File: src/hdl/cau_pkg.sv
`default_nettype none

package cau_pkg;

  // Width of every operand and result field on the ports.
  localparam int unsigned FIELD_W = 32;
  // Exact width of a product of two fields.
  localparam int unsigned PROD_W = 2 * FIELD_W;
  // Signed width that holds a sum or difference of two products.
  localparam int unsigned SUM_W = PROD_W + 2;
  // Divider remainder: a shifted product magnitude, or the divisor moved up a full field.
  localparam int unsigned REM_W = PROD_W + FIELD_W + 1;
  // Square root steps, one result bit each.
  localparam int unsigned ROOT_STEPS = FIELD_W;

  // Bit positions of the result flags in the result tuser.
  localparam int unsigned USER_DZ  = 0;
  localparam int unsigned USER_SAT = 1;

  // Operation codes as they arrive on the input tuser.
  typedef enum logic [2:0] {
    MODE_ADD  = 3'd0,
    MODE_SUB  = 3'd1,
    MODE_MUL  = 3'd2,
    MODE_DIV  = 3'd3,
    MODE_CONJ = 3'd4,
    MODE_MAG  = 3'd5
  } mode_t;

  // Decoded operation, one-hot.
  typedef enum logic [6:0] {
    OP_ADD  = 7'b0000001,
    OP_SUB  = 7'b0000010,
    OP_MUL  = 7'b0000100,
    OP_DIV  = 7'b0001000,
    OP_CONJ = 7'b0010000,
    OP_MAG  = 7'b0100000,
    OP_NONE = 7'b1000000
  } op_t;

  // One classified transaction as it waits in the queue.
  typedef struct packed {
    op_t                       op;
    logic signed [FIELD_W-1:0] ar;
    logic signed [FIELD_W-1:0] ai;
    logic signed [FIELD_W-1:0] br;
    logic signed [FIELD_W-1:0] bi;
  } item_t;

  // Sign and magnitude form of an intermediate result.
  typedef struct packed {
    logic              neg;
    logic [PROD_W-1:0] mag;
  } sm_t;

  // A saturated result part and whether it was clipped.
  typedef struct packed {
    logic [FIELD_W-1:0] val;
    logic               flag;
  } sat_t;

  // Sign-extend a field from the working width.
  function automatic logic signed [FIELD_W-1:0] sext_work(input logic [FIELD_W-1:0] v,
                                                          input int unsigned w);
    logic [FIELD_W-1:0] t;
    t = v << (FIELD_W - w);
    return $signed(t) >>> (FIELD_W - w);
  endfunction

  // Split a signed sum into sign and magnitude.
  function automatic sm_t to_sm(input logic signed [SUM_W-1:0] v);
    sm_t                r;
    logic [SUM_W-1:0]   a;
    a     = v[SUM_W-1] ? (SUM_W'(0) - v) : v;
    r.neg = v[SUM_W-1];
    r.mag = a[PROD_W-1:0];
    return r;
  endfunction

  // Clip a sign and magnitude value to the signed working range.
  function automatic sat_t saturate(input sm_t v, input logic ovf, input int unsigned w);
    sat_t              r;
    logic [PROD_W-1:0] lim;
    logic [PROD_W-1:0] res;
    lim    = PROD_W'(1) << (w - 1);
    r.flag = 1'b0;
    if (v.neg) begin
      if (ovf || v.mag > lim) begin
        r.flag = 1'b1;
        res    = PROD_W'(0) - lim;
      end else begin
        res = PROD_W'(0) - v.mag;
      end
    end else begin
      if (ovf || v.mag > lim - PROD_W'(1)) begin
        r.flag = 1'b1;
        res    = lim - PROD_W'(1);
      end else begin
        res = v.mag;
      end
    end
    r.val = res[FIELD_W-1:0];
    return r;
  endfunction

endpackage

`default_nettype wire

File: src/hdl/cau_queue.sv
`default_nettype none

module cau_queue #(
  parameter int unsigned DEPTH = 4
) (
  input  wire logic           clk,
  input  wire logic           rst,
  input  wire logic           push,
  input  wire cau_pkg::item_t wr_item,
  output logic                full,
  input  wire logic           pop,
  output cau_pkg::item_t      rd_item,
  output logic                rd_valid
);
  import cau_pkg::*;

  localparam int unsigned PW = (DEPTH > 1) ? $clog2(DEPTH) : 1;
  localparam int unsigned CW = $clog2(DEPTH + 1);

  item_t          slots [DEPTH];
  logic [PW-1:0]  wr_ptr;
  logic [PW-1:0]  rd_ptr;
  logic [CW-1:0]  count;

  assign full     = (count == CW'(DEPTH));
  assign rd_valid = (count != '0);
  assign rd_item  = slots[rd_ptr];

  // Entry storage.
  always_ff @(posedge clk) begin
    if (push) begin
      slots[wr_ptr] <= wr_item;
    end
  end

  // Pointers and fill count.
  always_ff @(posedge clk) begin
    if (rst) begin
      wr_ptr <= '0;
      rd_ptr <= '0;
      count  <= '0;
    end else begin
      if (push) begin
        wr_ptr <= (wr_ptr == PW'(DEPTH - 1)) ? '0 : wr_ptr + 1'b1;
      end
      if (pop) begin
        rd_ptr <= (rd_ptr == PW'(DEPTH - 1)) ? '0 : rd_ptr + 1'b1;
      end
      case ({push, pop})
        2'b10:   count <= count + 1'b1;
        2'b01:   count <= count - 1'b1;
        default: count <= count;
      endcase
    end
  end

`ifndef SYNTHESIS
  a_no_push_full: assert property (@(posedge clk) disable iff (rst) push |-> !full)
    else $error("queue written while full");
  a_no_pop_empty: assert property (@(posedge clk) disable iff (rst) pop |-> rd_valid)
    else $error("queue read while empty");
`endif

endmodule

`default_nettype wire

File: config.mk
export PLATFORM = sky130hd
export DESIGN_NAME = cau_queue
export DESIGN_NICKNAME = d
export VERILOG_FILES = /design/src/hdl/cau_pkg.sv /design/src/hdl/cau_queue.sv
export SDC_FILE = /design/constraint.sdc
export NUM_CORES = 1
export LEC_CHECK = 0
export CAP_MARGIN = 20
export CORE_AREA = 3 3 228 230
export CTS_CLUSTER_SIZE = 10
export DETAILED_ROUTE_END_ITERATION = 10
export DIE_AREA = 0 0 231 233
export DONT_BUFFER_PORTS = 1
export GPL_ROUTABILITY_DRIVEN = 0
export PLACE_DENSITY = 0.61
export SLEW_MARGIN = 10
export SYNTH_ARGS = -nofsm -noshare
export SYNTH_HDL_FRONTEND = slang
export SYNTH_SLANG_ARGS = --single-unit
File: constraint.sdc
create_clock -name clk -period 4.7 [get_ports clk]
set_input_delay 0.235 -clock clk [delete_from_list [all_inputs] [get_ports clk]]
set_output_delay 0.235 -clock clk [all_outputs]
set_load 0.02 [all_outputs]
After elaboration in Yosys (flattened, before gate mapping). Memory sizes are Yosys's and may differ from the RTL's. A register that Yosys moved wholly into a read port is not among the register bits. Index checks and enable logic that the tools add are counted.

Eq/ne operators: 5. Reduce and logical (&&, ||, !) cells: 2. Muxes and demuxes: 7. Add/sub/neg operators: 4.

Operator list (number): two-way mux 2 bit (4); == test 2 bit, second input constant (3); case mux 3 bit (2 select lines) (1); adder 2 x 1 -> 2 bit, second input constant (2); adder 3 x 1 -> 3 bit, second input constant (1); == test 3 bit, second input constant (1); nonzero test 3 bit (1); subtractor 3 x 1 -> 3 bit, second input constant (1); == test 2 x 1 -> 1 bit, second input constant (1); two-way mux 1 bit (2); nonzero test 2 bit (1).

Output and inout bits: 137. Memories: 1. Bits in registers: 7. Bits in writable memories: 540.

Memory list: slots (words 4, width 135, read ports 1, clocked after memory_dff 1, write ports 1, line cau_queue.sv:20) `item_t slots [DEPTH];`.

Longest topological paths before layout. Gate-level depths: netlist of run 1.

Word-level depth: 4. Gate-level depth with buffers: 7.

Worst setup path before layout of run 1. No wires, ideal clock.

Path kind: register -> register. From: register wr_ptr[0]. To: memory slots[3][0] (netlist name), enable pin. Data arrival time: 3.639 ns. Setup slack: 0.552 ns. Path buffers: 0. Clock period less this slack: 4.148 ns. Stages on the path, launching flop included: 3. Data required time: 4.190 ns. Cell sequence: dfxtp_1 ha_1 and2_1.

RTL lines: start: declaration (line cau_queue.sv:21) `logic [PW-1:0] wr_ptr;`; start signal: assignment (line cau_queue.sv:44) `wr_ptr <= (wr_ptr == PW'(DEPTH - 1)) ? '0 : wr_ptr + 1'b1;`; end: declaration (line cau_queue.sv:20).

Straight into the memory's write port.

==> impl_metrics.csv, run 1 <==
group,metric,value,unit
route,ant_nets,0,
route,drc_errors,0,
synth,synth.distinct_cells,20,
worst_setup_path,critical_path_peak_fanout,54,
worst_setup_path,cp.required,4.47,ns
grt,grt_pass1_wl,57910,µm
route,dr.pass1.iters,4,
synth,synth-compound-area-share,0.1258,%
synth,synth_top_family_by_area,"multiplexers",
die,die_h,233,µm
worst_setup_path,cp.arrival,2.72,ns
worst_setup_path,cp_slowest_stage_delay,0.90,ns
sta,finalSetupViolations,0,
synth,yosys_warnings,0,
cts,cts.clk_slew.worst_paths,0.05,ns
die,core.rowCount,82,
worst_setup_path,r2r_cells,4,
worst_setup_path,r2r_end,"slots[1][92]$_DFFE_PP_",
worst_setup_path,worstPathCellList,"buf_12 > mux4_2",
die,start_util,39.74,%
synth,syn_nets,899,
synth,synth_top_area_share,81.50,%
cts,cts_tree,"yes",
route,drt_wl_total,38470,µm
die,dieArea,0.05382,mm²
cts,clock_sinks,549,
final_layout,layout-drive-gt1-share,23.65,%
min_path,hold_depth,3,
cts,numCtsBuffers,66,
final_layout,finalNetCount,1087,
worst_setup_path,crit_cells,2,
run,cap_viol_max_count,0,
cts,cts-root-buf,"clkbuf_16",
pwr,peakVddDrop,0.3533,mV
run_status,outcome,"finished clean",
synth,yosysSeqAreaShare,82.40,%
final_layout,fin_cells,1642,
placed_design,place_area,0.02074,mm²
final_layout,n_fill_cell,4095,
min_path,hold_class,"input pin to flop",
synth,syn-cell-area,0.01990,mm²
sta,worst_slew_pin_slew,1.058,ns
sta,rsz0062_at_grt,"false",
min_path,hold_start,"pop",
sta,max_slew_margin,29.46,%
synth,synth_xor_area_share,0.08804,%
placed_design,port_buffers,0,
die,die_x,231,µm
sta,timing.setup.tns,0,ns
route,viasPerCell,5.166,
pwr,p_leak,7.498,nW
pwr,powerDensity,459.6,mW/mm²
placed_design,dp.final_hpwl,21910,µm
synth,avgSynthCellArea,26.42,µm²
final_layout,final_area,0.02403,mm²
grt,grt-ovfl-total,0,
worst_setup_path,end_kind,"output port",
worst_setup_path,critical_path_buf_inv_count,1,
route,vias,8482,
route,wl_per_cell,23.43,µm
route,drt_iter0_markers,431,
sta,skew,0.02129,ns
grt,antenna_found_initial,9,
grt,grt_usage,14.46,%
synth,synthAdderAreaFrac,0.4779,%
min_path,min_to,"rd_ptr[0]$_SDFFE_PP0P_",
worst_setup_path,reg2reg_from,"wr_ptr[1]$_SDFFE_PP0P_",
grt,grt_pass1_vias,9138,
worst_setup_path,startpoint_type,"flop",
sta,min_period,2.958,ns
die,io_pins,276,
synth,yosys.area.top_type,"edfxtp_1",
synth,synth_seq_cells,549,
pwr,total_power,0.01104,W
die,core_area,0.05007,mm²
worst_setup_path,worst_path_dominant_cell_family,"flip-flops",
final_layout,syn2layout_area_growth,20.76,%
sta,drv_slew,0,
grt,grt_start_max_net_pins,92,
final_layout,fin_util,47.99,%
sta,max_freq,0.3381,GHz
placed_design,dp_cells,1407,
cts,h-tree-depth,3,
cts,clk_path_buf_depth,3,
worst_setup_path,path_class,"flop to output port",
sta,hold_viol,0,
synth,yosys.area_share.simple,0.4276,%
synth,synthCells,753,
worst_setup_path,rrSetupSlack,2.40,ns
cts,clock_latency,0.57,ns
sta,finalCritPeriodShare,62.94,%
synth,synthMuxAreaShare,15.38,%
worst_setup_path,cp_slowest_cell,"dfxtp_4",
synth,synth_area_leaders,"edfxtp_1 81%, mux4_2 15%, dfxtp_1 0.91%, buf_6 0.40%, buf_2 0.38%",
## metrics by stage
step                hold slack [ns]  setup WS [ns]
global route                0.08376          1.488
detailed placement           0.3108          2.249
finish                      0.04220          1.742
global placement             0.3083          2.249
CTS                         0.01964          1.618
floorplan                    0.3041         0.5520
## worst max path at each step
stage / start / endpoint / slack, ns
finish: flop / rd_item[34] / 1.74
global route: flop / rd_item[31] / 1.49
CTS: flop / rd_item[34] / 1.62
detailed placement: flop / rd_item[34] / 2.25
global placement: flop / rd_item[31] / 2.25
floorplan: wr_ptr[0]$_SDFFE_PP0P_ / slots[3][0]$_DFFE_PP_ / 0.55
## worst reg2reg max path: stages (launching register included)
cell and delay (ns):
dfxtp_1 0.33, inv_1 0.08, ha_1 0.14, and2_4 0.78, buf_4 0.60
## report_power, final
part           internal, W  switching [W]
registers          0.00559      0.0000733
clock network      0.00274        0.00176
logic             0.000332       0.000543
total              0.00867        0.00237
## state kept, by name (all words and copies together), names as in the netlist, named ones only
signal and cells:
wr_ptr 2, rd_ptr 2, count 3, slots 540
## cells in the mapped netlist
master / n
a21oi_1: 4
and2_1: 4
and3_1: 1
buf_1: 1
buf_2: 15
buf_4: 2
buf_6: 7
clkbuf_1: 5
dfxtp_1: 9
edfxtp_1: 540
fa_1: 1
ha_1: 6
inv_1: 7
mux2i_1: 2
mux4_2: 135
nor2_1: 7
nor3b_1: 2
o21ai_0: 1
or3_1: 2
xor2_1: 2
## layout by cell type (no fill, tap or decap), types with 4 or more instances in the layout
master and instances:
clkbuf_16 71, dlygate4sd3_1 138, a21oi_1 4, edfxtp_1 540, diode_2 6, clkbuf_1 13, buf_4 5, mux4_2 135
buf_12 7, ha_1 6, dfxtp_1 7, and2_4 4, inv_1 7, nor2_1 7
## metal layers
layer  part of all wire (%)  GRT usage, %  vias up
met5                   0.14             0        -
met2                     48         22.03      281
met1                     41         19.12     4511
met4                    1.9         4.590        8
li1                       -             -     3614
met3                    9.5         5.901       68
## kinds of logic (layout without fill, tap and decap cells)
| logic type | after synthesis | count (layout) |
|---|---|---|
| and+or+nand+nor | 16 | 16 |
| muxes | 137 | 137 |
| xor gates and xnor gates | 2 | 2 |
| other | 0 | 6 |
| buffers and inverters | 37 | 248 |
| AOI/OAI and AO/OA | 5 | 5 |
| adders and majority gates | 7 | 7 |
| DFF | 549 | 549 |
## area by class of cell
cell class | instances | area (µm²) | share of cell area (%)
antenna | 6 | 15.01 | 0.06249
timing repair buffer | 150 | 1559 | 6.489
multi-input combinational | 167 | 3293 | 13.71
sequential | 549 | 16400 | 68.27
inverter | 7 | 26.28 | 0.1094
clock inverter | 7 | 63.81 | 0.2656
tap | 672 | 840.8 | 3.499
clock buffer | 84 | 1826 | 7.598
## timing repair
item	CTS	global route
gates resized for setup	0	0
setup buffers	0	0
hold buffers	138	0
endpoints found under the hold margin	549	0
(Power assumes the default switching activity.)
==> inputs of run 2 (changes only) <==
Settings changed: ABC_AREA set to 1, CORE_AREA 3 3 228 230 to 3 3 231 233, DIE_AREA 0 0 231 233 to 0 0 234 236, PLACE_DENSITY 0.61 to 0.63.
Clock period 4.7 ns to 2.5 ns, I/O delays scaled along.
==> impl_metrics.csv, run 2 <==
group,metric,value,unit
run_status,outcome,"finished clean",
route,wl_per_cell,19.55,µm
synth,yosysSeqAreaShare,79.82,%
synth,syn-cell-area,0.02054,mm²
route,vias,12282,
synth,synthTopCellsByCount,"540 x edfxtp_1, 255 x nor2_1, 209 x o21ai_0",
final_layout,finalNetCount,1791,
final_layout,largest_reg_flops,540,
synth,syn_nets,1511,
worst_setup_path,cp.required,2.38,ns
route,drc_errors,0,
run,cap_viol_max_count,0,
die,start_util,39.96,%
synth,synth_seq_cells,549,
cts,numCtsBuffers,66,
synth,avgSynthCellArea,15.05,µm²
worst_setup_path,end_kind,"output port",
sta,drv_slew,0,
worst_setup_path,cp.arrival,2.21,ns
sta,min_period,2.339,ns
pwr,powerDensity,842.5,mW/mm²
cts,clock_latency,0.57,ns
final_layout,top_register,"slots",
sta,max_freq,0.4275,GHz
placed_design,dp.final_hpwl,25660,µm
die,die_h,236,µm
sta,rsz0062_at_grt,"false",
die,core.rowCount,83,
cts,clock_sinks,549,
cts,clk_path_buf_depth,3,
route,ant_nets,0,
final_layout,fin_util,49.65,%
synth,yosys.area.top_type,"edfxtp_1",
final_layout,final_common_cell,"edfxtp_1",
grt,grt_usage,16.36,%
sta,hold_viol,0,
sta,finalCritPeriodShare,93.57,%
cts,cts-root-buf,"clkbuf_16",
sta,skew,0.01606,ns
die,dieArea,0.05522,mm²
synth,synthCells,1365,
final_layout,layout-drive-gt1-share,16.68,%
sta,worst_slew_pin_slew,0.6364,ns
grt,grt-ovfl-total,0,
worst_setup_path,critical_path_peak_fanout,39,
final_layout,reg.largest.list,"slots x540, count x3",
final_layout,layout_common_cells,"540 x edfxtp_1, 255 x nor2_1, 209 x o21ai_0",
die,die_x,234,µm
synth,synth.distinct_cells,23,
final_layout,syn2layout_area_growth,24.24,%
synth,yosysMostFrequentCell,"edfxtp_1",
sta,timing.setup.tns,0,ns
worst_setup_path,path_class,"flop to output port",
route,drt_iter0_markers,916,
cts,h-tree-depth,3,
pwr,p_leak,8.593,nW
synth,synth_ff_type,"edfxtp_1",
grt,grt_pass1_vias,12478,
route,viasPerCell,5.242,
cts,cts_tree,"yes",
min_path,hold_class,"input pin to flop",
pwr,peakVddDrop,0.5330,mV
sta,max_slew_margin,57.24,%
die,io_pins,276,
die,core_area,0.05141,mm²
grt,grt_pass1_wl,70350,µm
synth,synth_area_leaders,"edfxtp_1 79%, o21ai_0 5.1%, nor2_1 4.7%, o22ai_1 4.1%, o21ai_1 1.6%",
placed_design,port_buffers,0,
sta,finalSetupViolations,0,
route,drt_wl_total,45810,µm
grt,grt_start_max_net_pins,109,
grt,antenna_found_initial,3,
route,dr.pass1.iters,5,
cts,cts_setup_buffers,0,
cts,cts.clk_slew.worst_paths,0.05,ns
worst_setup_path,startpoint_type,"flop",
synth,yosys_warnings,0,
synth,async_flop_share,0,%
synth,synth_edf_count,540,
pwr,total_power,0.02150,W
synth,synth_top_area_share,78.94,%
==> run 2: cell count changes in the layout (fill, tap and decap cells not counted), moves of 7 or more <==
cell | before | now
nor2_1 | 7 | 255
o21ai_0 | 1 | 209
buf_4 | 5 | 143
mux4_2 | 135 | 0
o22ai_1 | 0 | 135
o21ai_1 | 0 | 65
nor2_2 | 0 | 20
buf_12 | 7 | 18
clkbuf_1 | 13 | 6
==> run 2: kinds of logic after synthesis <==
group | after synthesis | share of synthesized area (%)
flops | 549 | 79.82
simple gates | 289 | 5.567
buf+inv | 106 | 3.241
fa+ha+maj | 7 | 0.4629
compound gates | 414 | 10.91
==> run 2: report_power, final <==
| part | internal (W) | total [W] | switching [W] |
|---|---|---|---|
| registers | 0.0105 | 0.0106 | 0.0000924 |
| clock network | 0.00500 | 0.00837 | 0.00336 |
| logic | 0.000905 | 0.00250 | 0.00160 |
| total | 0.0164 | 0.0215 | 0.00505 |
==> run 2: timing repair <==
item	CTS	global route
resized for setup	0	1
endpoints found under the hold margin	549	0
hold buffers	139	0
endpoints found under the setup margin	0	3
==> run 2: worst paths after layout <==
check	slack, ns	end	cells after the start	start
worst max register to register	0.80	slots[2][80]$_DFFE_PP_	5	wr_ptr[0]$_SDFFE_PP0P_
worst min-delay path	0.12	slots[2][20]$_DFFE_PP_	2	push
worst min register to register	0.49	wr_ptr[1]$_SDFFE_PP0P_	2	wr_ptr[1]$_SDFFE_PP0P_
worst max-delay path	0.16	rd_item[122]	5	flop
==> run 2: final cells by class <==
class	instances	area (µm²)
multi-input cells	710	3495
diodes	2	5.005
fillers	4286	25880
well taps	680	850.8
clock inverters	11	142.6
clock buffers	73	1699
inverters	18	97.59
flip-flops and latches	549	16410
repair buffers	300	2825
==> run 2: metal layers <==
layer | track usage (%) | part of all wire, %
met5 | 0 | 0.055
met3 | 4.698 | 7.3
met1 | 21.80 | 43
met4 | 5.899 | 2.5
met2 | 25.63 | 47
==> run 2: worst max-delay path: stages (launching register included) <==
cell	delay, ns
dfxtp_4	0.42
inv_4	0.32
buf_12	0.28
o21ai_0	0.13
o22ai_1	0.26
buf_4	0.21
==> run 2: stage by stage <==
step                      worst slack (ns)  hold slack (ns)  std cells  cell area (µm²)
after detailed placement            0.7357           0.1960       2118            22280
after global placement              0.7731           0.1932       2118            22280
after floorplan                    -0.5039           0.1900       1365            20570
final                               0.1607           0.1162       2343            25520
after global routing               0.06259           0.1323       2342            25520
after CTS                          0.07242          0.08969       2341            25510
